`config.mk`:
```
export PLATFORM = sky130hd
export DESIGN_NAME = analog_key_mouse_report
export DESIGN_NICKNAME = d
export VERILOG_FILES = /design/src/sv/akmr_pkg.sv /design/src/sv/analog_key_mouse_report.sv
export VERILOG_INCLUDE_DIRS = /design/src /design/src/sv
export SDC_FILE = /design/constraint.sdc
export NUM_CORES = 1
export LEC_CHECK = 0
export BUFFER_PORTS_ARGS = -buffer_cell sky130_fd_sc_hd__buf_2
export CAP_MARGIN = 20
export CORE_ASPECT_RATIO = 0.7
export CORE_MARGIN = 2
export CORE_UTILIZATION = 30
export DETAILED_ROUTE_END_ITERATION = 8
export PLACE_DENSITY = 0.47
export SLEW_MARGIN = 15
export SYNTH_ARGS = -nofsm -noshare
export SYNTH_HDL_FRONTEND = slang
export SYNTH_SLANG_ARGS = --single-unit
```
`constraint.sdc`:
```
create_clock -name clk_i -period 19.4 [get_ports clk_i]
set_clock_uncertainty 0.15 [all_clocks]
set_input_delay 1.94 -clock clk_i [delete_from_list [all_inputs] [get_ports clk_i]]
set_output_delay 1.94 -clock clk_i [all_outputs]
set_load 0.01 [all_outputs]
```
`src/sv/assert_macros.svh`:
```
// Assertion macros shared by the RTL.
// Needs clk_i and rst_ni in the scope where a macro is used.
`ifndef ASSERT_MACROS_SVH
`define ASSERT_MACROS_SVH

// Property holds on every clock edge out of reset.
`define AKMR_ASSERT(lbl, prop) \
  lbl: assert property (@(posedge clk_i) disable iff (!rst_ni) (prop)) \
    else $error("akmr assertion failed");

// Antecedent implies consequent on the following edge.
`define AKMR_ASSERT_NEXT(lbl, ante, cons) \
  lbl: assert property (@(posedge clk_i) disable iff (!rst_ni) (ante) |=> (cons)) \
    else $error("akmr assertion failed");

`endif

```
`src/sv/akmr_pkg.sv`:
```
// Package for the analog key mouse report block: request and result types,
// register indexes and default values. No dependencies.
package akmr_pkg;

  localparam int unsigned DEPTH_W = 10;
  localparam int unsigned REG_W   = 8;
  localparam int unsigned IDX_W   = 3;

  localparam logic [IDX_W-1:0] REG_DEADZONE   = 3'd0;
  localparam logic [IDX_W-1:0] REG_CURVE_EXP  = 3'd1;
  localparam logic [IDX_W-1:0] REG_CURSOR_MAX = 3'd2;
  localparam logic [IDX_W-1:0] REG_SNIPE_DIV  = 3'd3;
  localparam logic [IDX_W-1:0] REG_SCROLL_MAX = 3'd4;

  localparam logic [REG_W-1:0] DEF_DEADZONE   = 8'd50;
  localparam logic [REG_W-1:0] DEF_CURVE_EXP  = 8'd2;
  localparam logic [REG_W-1:0] DEF_CURSOR_MAX = 8'd10;
  localparam logic [REG_W-1:0] DEF_SNIPE_DIV  = 8'd10;
  localparam logic [REG_W-1:0] DEF_SCROLL_MAX = 8'd5;

  typedef struct packed {
    logic [DEPTH_W-1:0] depth_up;
    logic [DEPTH_W-1:0] depth_down;
    logic [DEPTH_W-1:0] depth_left;
    logic [DEPTH_W-1:0] depth_right;
    logic [DEPTH_W-1:0] depth_wheel_up;
    logic [DEPTH_W-1:0] depth_wheel_down;
    logic [DEPTH_W-1:0] depth_wheel_left;
    logic [DEPTH_W-1:0] depth_wheel_right;
    logic [7:0]         key_active;
    logic               snipe_active;
  } req_t;

  typedef struct packed {
    logic signed [7:0] move_x;
    logic signed [7:0] move_y;
    logic signed [7:0] wheel_vertical;
    logic signed [7:0] wheel_horizontal;
  } res_t;

endpackage

```
`src/sv/analog_key_mouse_report.sv`:
```
// Top level of the analog key mouse report block: sequencer, curve unit and
// serial divider. Depends on akmr_pkg and assert_macros.svh.
//
// Usage
//   Request: raise start_i with req_i; it is taken on an edge where busy_o is
//   low. busy_o stays high while the request is worked on.
//   Result: res_valid_o pulses for one cycle with res_o when some motion is
//   non-zero; a tick with no motion gives no pulse. The receiver cannot stall.
//   Config: cfg_we_i writes cfg_data_i to register cfg_idx_i at once; write
//   only while busy_o is low. A zero register selects its default.
// Timing
//   One shared restoring divider gives one quotient bit a cycle (DW bits, 10
//   at the default full scale). Each curve step is a multiply and then a
//   divide by the span, or the multiply alone when the product already
//   saturates. An active key past the deadzone runs its curve steps and then
//   a speed divide; other keys are skipped. Snipe adds two divides. The
//   strobe comes in the first cycle with busy_o low. One request at a time.
// Reset
//   Clears the config registers to zero (defaults) and returns the sequencer to idle.
`include "assert_macros.svh"

module analog_key_mouse_report #(
  parameter int unsigned MAX_EXPONENT = 8,
  parameter int unsigned FULL_SCALE   = 1000
) (
  input  logic                       clk_i,
  input  logic                       rst_ni,
  input  logic                       start_i,
  output logic                       busy_o,
  input  akmr_pkg::req_t             req_i,
  output logic                       res_valid_o,
  output akmr_pkg::res_t             res_o,
  input  logic                       cfg_we_i,
  input  logic [akmr_pkg::IDX_W-1:0] cfg_idx_i,
  input  logic [akmr_pkg::REG_W-1:0] cfg_data_i
);

  localparam int unsigned FS_W  = $clog2(FULL_SCALE + 1);
  localparam int unsigned DW    = (FS_W > 8) ? FS_W : 8;     // divisor / quotient width
  localparam int unsigned PW    = FS_W + akmr_pkg::DEPTH_W;  // product width
  localparam int unsigned CW    = 2 * FS_W + 1;              // saturation bound width
  localparam int unsigned EXP_W = $clog2(MAX_EXPONENT + 1);
  localparam int unsigned CNT_W = $clog2(DW);
  localparam int unsigned AW    = 11;                        // axis sum width
  localparam logic [FS_W-1:0] FS     = FS_W'(FULL_SCALE);
  localparam logic [CW-1:0]   FS_P1  = CW'(FULL_SCALE + 1);
  localparam logic [EXP_W-1:0] EXP_MAX = EXP_W'(MAX_EXPONENT);

  typedef enum logic [3:0] {
    ST_IDLE, ST_SETUP, ST_KEY, ST_CURVE, ST_MUL, ST_SPEED,
    ST_DIV, ST_DIV_DONE, ST_NEXT, ST_OUT
  } state_e;

  typedef enum logic [1:0] {
    DK_CURVE, DK_SPEED, DK_SNIPE_X, DK_SNIPE_Y
  } div_kind_e;

  // configuration
  logic [akmr_pkg::REG_W-1:0] dz_q, exp_q, cmax_q, sdiv_q, smax_q;

  always_ff @(posedge clk_i or negedge rst_ni) begin
    if (!rst_ni) begin
      dz_q   <= '0;
      exp_q  <= '0;
      cmax_q <= '0;
      sdiv_q <= '0;
      smax_q <= '0;
    end else if (cfg_we_i) begin
      case (cfg_idx_i)
        akmr_pkg::REG_DEADZONE:   dz_q   <= cfg_data_i;
        akmr_pkg::REG_CURVE_EXP:  exp_q  <= cfg_data_i;
        akmr_pkg::REG_CURSOR_MAX: cmax_q <= cfg_data_i;
        akmr_pkg::REG_SNIPE_DIV:  sdiv_q <= cfg_data_i;
        akmr_pkg::REG_SCROLL_MAX: smax_q <= cfg_data_i;
        default: ;
      endcase
    end
  end

  logic [7:0]       dz, cmax, sdiv, smax, exp_v;
  logic [EXP_W-1:0] power;

  always_comb begin
    dz    = (dz_q   == '0) ? akmr_pkg::DEF_DEADZONE   : dz_q;
    cmax  = (cmax_q == '0) ? akmr_pkg::DEF_CURSOR_MAX : cmax_q;
    sdiv  = (sdiv_q == '0) ? akmr_pkg::DEF_SNIPE_DIV  : sdiv_q;
    smax  = (smax_q == '0) ? akmr_pkg::DEF_SCROLL_MAX : smax_q;
    exp_v = (exp_q  == '0) ? akmr_pkg::DEF_CURVE_EXP  : exp_q;
    // the default exponent saturates too
    power = (exp_v > 8'(MAX_EXPONENT)) ? EXP_MAX : EXP_W'(exp_v);
  end

  // sequencer state
  state_e                      state_q;
  div_kind_e                   kind_q;
  akmr_pkg::req_t              req_q;
  logic [2:0]                  k_q;
  logic [FS_W-1:0]             span_q;
  logic [CW-1:0]               capp_q;
  logic [akmr_pkg::DEPTH_W-1:0] eff_q;
  logic [FS_W-1:0]             acc_q;
  logic [EXP_W-1:0]            n_q;
  logic signed [AW-1:0]        x_q, y_q, v_q, h_q;
  logic                        res_valid_q;
  akmr_pkg::res_t              res_q;
  // serial divider
  logic [DW:0]                 rem_q;
  logic [DW-1:0]               sh_q;
  logic [DW-1:0]               div_q;
  logic [CNT_W-1:0]            cnt_q;

  // current key
  logic [akmr_pkg::DEPTH_W-1:0] depth;
  always_comb begin
    case (k_q)
      3'd0:    depth = req_q.depth_up;
      3'd1:    depth = req_q.depth_down;
      3'd2:    depth = req_q.depth_left;
      3'd3:    depth = req_q.depth_right;
      3'd4:    depth = req_q.depth_wheel_up;
      3'd5:    depth = req_q.depth_wheel_down;
      3'd6:    depth = req_q.depth_wheel_left;
      default: depth = req_q.depth_wheel_right;
    endcase
  end

  logic                         past_dz;
  logic [akmr_pkg::DEPTH_W-1:0] eff_d;
  logic [FS_W-1:0]              span_d;
  logic [CW-1:0]                capp_d;
  logic [PW-1:0]                p_curve, p_speed;
  logic                         p_sat;
  logic [7:0]                   top;
  logic [DW:0]                  trial;
  logic                         qbit;
  logic [7:0]                   spd;
  logic signed [AW-1:0]         xq_s, yq_s;
  logic [AW-1:0]                x_mag, y_mag;

  always_comb begin
    past_dz = {2'b00, dz} < depth;
    eff_d   = depth - {2'b00, dz};
    span_d  = ((FS_W + 4)'(dz) < (FS_W + 4)'(FULL_SCALE)) ? FS - FS_W'(dz) : '0;
    capp_d  = FS_P1 * CW'(span_d);
    p_curve = PW'(acc_q) * PW'(eff_q);
    p_sat   = {{CW{1'b0}}, p_curve} >= {{PW{1'b0}}, capp_q};
    top     = k_q[2] ? smax : cmax;
    p_speed = PW'(acc_q) * PW'(top);
    trial   = {rem_q[DW-1:0], sh_q[DW-1]};
    qbit    = trial >= {1'b0, div_q};
    spd     = (sh_q[7:0] == '0) ? 8'd1 : sh_q[7:0];
    x_mag   = x_q[AW-1] ? AW'(-x_q) : AW'(x_q);
    y_mag   = y_q[AW-1] ? AW'(-y_q) : AW'(y_q);
    xq_s    = x_q[AW-1] ? -$signed(AW'(sh_q)) : $signed(AW'(sh_q));
    yq_s    = y_q[AW-1] ? -$signed(AW'(sh_q)) : $signed(AW'(sh_q));
  end

  function automatic logic signed [7:0] clamp127(input logic signed [AW-1:0] a);
    if (a > $signed(AW'(127)))       clamp127 = 8'sd127;
    else if (a < -$signed(AW'(127))) clamp127 = -8'sd127;
    else                             clamp127 = a[7:0];
  endfunction

  akmr_pkg::res_t res_d;
  always_comb begin
    res_d.move_x           = clamp127(x_q);
    res_d.move_y           = clamp127(y_q);
    res_d.wheel_vertical   = clamp127(v_q);
    res_d.wheel_horizontal = clamp127(h_q);
  end

  always_ff @(posedge clk_i or negedge rst_ni) begin
    if (!rst_ni) begin
      state_q     <= ST_IDLE;
      res_valid_q <= 1'b0;
      kind_q      <= DK_CURVE;
      k_q         <= '0;
      n_q         <= '0;
      cnt_q       <= '0;
    end else begin
      res_valid_q <= 1'b0;
      case (state_q)
        ST_IDLE: begin
          if (start_i) begin
            req_q   <= req_i;
            k_q     <= '0;
            x_q     <= '0;
            y_q     <= '0;
            v_q     <= '0;
            h_q     <= '0;
            state_q <= ST_SETUP;
          end
        end
        ST_SETUP: begin
          span_q  <= span_d;
          capp_q  <= capp_d;
          state_q <= ST_KEY;
        end
        ST_KEY: begin
          if (req_q.key_active[k_q] && past_dz) begin
            eff_q <= eff_d;
            if (span_q == '0)                                 acc_q <= '0;
            else if ({{FS_W{1'b0}}, eff_d} > {{akmr_pkg::DEPTH_W{1'b0}}, FS}) acc_q <= FS;
            else                                              acc_q <= FS_W'(eff_d);
            n_q     <= EXP_W'(1);
            state_q <= ST_CURVE;
          end else begin
            state_q <= ST_NEXT;
          end
        end
        ST_CURVE: begin
          if (span_q == '0 || n_q >= power) state_q <= ST_SPEED;
          else                              state_q <= ST_MUL;
        end
        ST_MUL: begin
          if (p_sat) begin
            acc_q   <= FS;
            n_q     <= n_q + 1'b1;
            state_q <= ST_CURVE;
          end else begin
            rem_q   <= (DW + 1)'(p_curve >> DW);
            sh_q    <= p_curve[DW-1:0];
            div_q   <= DW'(span_q);
            cnt_q   <= CNT_W'(DW - 1);
            kind_q  <= DK_CURVE;
            state_q <= ST_DIV;
          end
        end
        ST_SPEED: begin
          rem_q   <= (DW + 1)'(p_speed >> DW);
          sh_q    <= p_speed[DW-1:0];
          div_q   <= DW'(FS);
          cnt_q   <= CNT_W'(DW - 1);
          kind_q  <= DK_SPEED;
          state_q <= ST_DIV;
        end
        ST_DIV: begin
          rem_q <= qbit ? trial - {1'b0, div_q} : trial;
          sh_q  <= {sh_q[DW-2:0], qbit};
          cnt_q <= cnt_q - 1'b1;
          if (cnt_q == '0) state_q <= ST_DIV_DONE;
        end
        ST_DIV_DONE: begin
          case (kind_q)
            DK_CURVE: begin
              acc_q   <= FS_W'(sh_q);
              n_q     <= n_q + 1'b1;
              state_q <= ST_CURVE;
            end
            DK_SPEED: begin
              // up/left/wheel-down/wheel-left subtract, the rest add
              case (k_q)
                3'd0:    y_q <= y_q - $signed(AW'(spd));
                3'd1:    y_q <= y_q + $signed(AW'(spd));
                3'd2:    x_q <= x_q - $signed(AW'(spd));
                3'd3:    x_q <= x_q + $signed(AW'(spd));
                3'd4:    v_q <= v_q + $signed(AW'(spd));
                3'd5:    v_q <= v_q - $signed(AW'(spd));
                3'd6:    h_q <= h_q - $signed(AW'(spd));
                default: h_q <= h_q + $signed(AW'(spd));
              endcase
              state_q <= ST_NEXT;
            end
            DK_SNIPE_X: begin
              x_q     <= xq_s;
              rem_q   <= '0;
              sh_q    <= DW'(y_mag);
              kind_q  <= DK_SNIPE_Y;
              cnt_q   <= CNT_W'(DW - 1);
              state_q <= ST_DIV;
            end
            default: begin
              y_q     <= yq_s;
              state_q <= ST_OUT;
            end
          endcase
        end
        ST_NEXT: begin
          if (k_q == 3'd7) begin
            if (req_q.snipe_active) begin
              // magnitude divide keeps truncation toward zero
              rem_q   <= '0;
              sh_q    <= DW'(x_mag);
              div_q   <= DW'(sdiv);
              cnt_q   <= CNT_W'(DW - 1);
              kind_q  <= DK_SNIPE_X;
              state_q <= ST_DIV;
            end else begin
              state_q <= ST_OUT;
            end
          end else begin
            k_q     <= k_q + 1'b1;
            state_q <= ST_KEY;
          end
        end
        ST_OUT: begin
          res_q       <= res_d;
          res_valid_q <= (res_d != '0);
          state_q     <= ST_IDLE;
        end
        default: state_q <= ST_IDLE;
      endcase
    end
  end

  assign busy_o      = (state_q != ST_IDLE);
  assign res_valid_o = res_valid_q;
  assign res_o       = res_q;

  // checks
  `AKMR_ASSERT(a_res_nonzero, !res_valid_o || (res_o != '0))
  `AKMR_ASSERT(a_res_idle, !res_valid_o || !busy_o)
  `AKMR_ASSERT_NEXT(a_start_busy, start_i && !busy_o, busy_o)
  `AKMR_ASSERT_NEXT(a_one_res, res_valid_o, !res_valid_o)

endmodule
```
==> flow_summary.ini <==
[synthesis]
syn_area_per_cell_um2 = 10.2
synth_compound_area_share_pct = 11.8
synthXorXnorAreaFrac_pct = 5.41
synthAdderAreaFrac_pct = 24.5
synth_flop_cell = edfxtp_1
netlist_area_um2 = 24300
netlist.area_leader.share_pct = 29.8
yosysUniqueCellTypes = 81
muxShareOfSynthArea_pct = 3.02
synth_cells = 2386
synth-simple-area-share_pct = 14.2
synth_largest_area_cell = edfxtp_1
syn_nets = 2883
ys_ff_latch = 299
synth_top_family_by_area = adder cells
ys_async_sr_fraction_pct = 19.4
netlist_top_cells_area = edfxtp_1 (30%), ha_1 (13%), fa_1 (11%), dfrtp_1 (6.0%), inv_1 (3.9%)
synth-edff-count = 241
ys_warn_count = 0
ys_seq_area_share_pct = 35.8

[timing]
final-hold-violation-count = 0
worst_pin_slew_ns = 1.13
finalCritPeriodShare_pct = 47.0
rsz0062_at_grt = false
min_period_ns = 9.11
max_freq_ghz = 0.110
slew_headroom_pct = 24.2
tns_ns = 0
final-setup-viol-count = 0
report.final.slew_viol_count = 0

[global_route]
grt_first_pass_wirelength_mm = 113
antenna_found_initial = 2
grt_max_degree = 90
grt_pass1_vias = 18200
grtUsageTotal_pct = 17.6
grt-ovfl-total = 0

[detailed_routing]
num_vias = 18200
drtIter0Drc = 1658
wl_per_cell_um = 20.4
viasPerCell = 5.06
antenna_left = 0
wl_mm = 73.4
drc_errors = 0
firstDrtPassIters = 6

[setup_path]
cp-start-kind = flip-flop
end_kind = flip-flop
cp.arrival_ns = 9.20
cp_data_required_time_ns = 19.49
r2r_cells = 24
path_max_fanout = 20
crit_type = reg -> reg

[layout]
final_core_util_pct = 33.9
final_common_cell = ha_1
nets = 3000
area_delta_synth_final_pct = 12.3
mostFrequentLayoutCells = ha_1 (254), inv_1 (251), edfxtp_1 (241)
n_antenna_cell = 0
drive_above_1_share_pct = 11.4

[floorplan]
start_util_pct = 30.2
dieArea_um2 = 83300
rows = 87
fp.dieW_um = 344
core_um2 = 80300
io_pins = 138
die_h_um = 242

[placed_design]
place_congestion = 0.866
numPortBuffers = 137
hpwl_mm = 57.9

[clock_tree]
post_cts_buffers = 0
htree_levels = 1
tritoncts = yes
clk_pin_slew_ns = 0.07
root_buffer = clkbuf_16
post_cts_resized = 0
cts.sinks = 299
clkLatencyLatePin_ns = 0.62
cts_buffers = 31
ctsHoldBuffers = 0
ctsLongestPathBuffers = 3

[run_status]
status = complete, no violations

[worst_hold_path]
hp-class = reg -> reg
worstHoldPathCells = 1

[job]
maxCapViolCount = 0
-- area by class of cell --
class                           instances  area (um^2)
Inverter                              252          946
Multi-Input combinational cell       1752        14400
Tap cell                             1068         1340
Clock buffer                           42          847
Clock inverter                         16          115
Fill cell                            8238        53100
Timing Repair Buffer                  167          936
Sequential cell                       299         8690
-- path summary, 6_finish.rpt --
kind                                      start                   end  slack, ns
max in group asynchronous                rst_ni   dz_q[5]$_DFFE_PN0P_      17.09
min reg2reg                exp_q[4]$_DFFE_PN0P_  exp_q[4]$_DFFE_PN0P_       0.36
min in group asynchronous                rst_ni    n_q[2]$_DFFE_PN0P_       1.17
max                          acc_q[6]$_DFFE_PP_     sh_q[5]$_DFFE_PP_      10.29
max reg2reg                  acc_q[6]$_DFFE_PP_     sh_q[5]$_DFFE_PP_      10.29
min                        exp_q[4]$_DFFE_PN0P_  exp_q[4]$_DFFE_PN0P_       0.36
-- cell usage after synthesis, drive strengths merged, types with 14 or more instances --
cell type,count
nand3,41
ha,254
a31oi,19
inv,251
and2,103
a21o,42
nand2b,16
nand4,14
fa,139
nor2,181
o21ai,74
mux2i,17
edfxtp,241
nor2b,16
a21oi,105
xor2,59
dfrtp,58
o21a,21
mux2,46
or3,18
a211oi,25
nand2,226
a222oi,19
clkbuf,74
nor3,57
xnor2,91
-- metrics by stage --
stage               cells  setup slack, ns  instance area (um^2)  hold WS [ns]
floorplan            2386            11.68                 24300         0.322
global placement     3533            10.49                 26200         0.333
detailed placement   3534            10.39                 26200         0.345
CTS                  3592            10.32                 27200         0.359
global route         3596             9.66                 27300         0.370
finish               3596            10.29                 27300         0.355
-- worst max-delay path, stage by stage (launching register included) --
cell and delay [ns]:
edfxtp_1 0.83, nand2_1 0.17, fa_1 0.58, inv_1 0.06, fa_1 0.54, fa_1 0.46
fa_1 0.56, inv_1 0.06, fa_1 0.54, inv_1 0.04, ha_1 0.34, a21o_1 0.15
nor2_1 0.05, a211oi_1 0.46, o41ai_2 0.16, a2111oi_0 0.56, o21ai_0 0.19, and2_1 0.18
ha_1 0.28, a21o_1 0.15, a21o_1 0.19, a21oi_1 0.16, a21oi_1 0.18, nor4_2 0.75
and2_1 0.91
-- state kept, by name, indices dropped and copies added (netlist names), 6 cells and up --
| name | count |
|---|---|
| req_q | 89 |
| res_o | 32 |
| capp_q | 20 |
| h_q | 11 |
| v_q | 11 |
| x_q | 11 |
| y_q | 11 |
| acc_q | 10 |
| div_q | 10 |
| eff_q | 10 |
| rem_q | 10 |
| sh_q | 10 |
| cmax_q | 8 |
| dz_q | 8 |
| exp_q | 8 |
| sdiv_q | 8 |
| smax_q | 8 |
| span_q | 6 |
-- metal layers --
layer	wire length [um]	global-route usage (%)	up-vias
li1	-	-	8617
met2	28800	23.7	517
met3	4930	2.94	46
met4	612	1.89	0
met5	0	0	-
met1	39100	29.3	9010
-- logic make-up after synthesis --
family,count (synthesis)
flops,299
simple gates,722
buf+inv,335
mux,65
fa+ha+maj,393
compound gates,422
xor+xnor,150
Power is not shown: default switching activity piles up to over one toggle a cycle in this logic, so the estimate is an artifact.
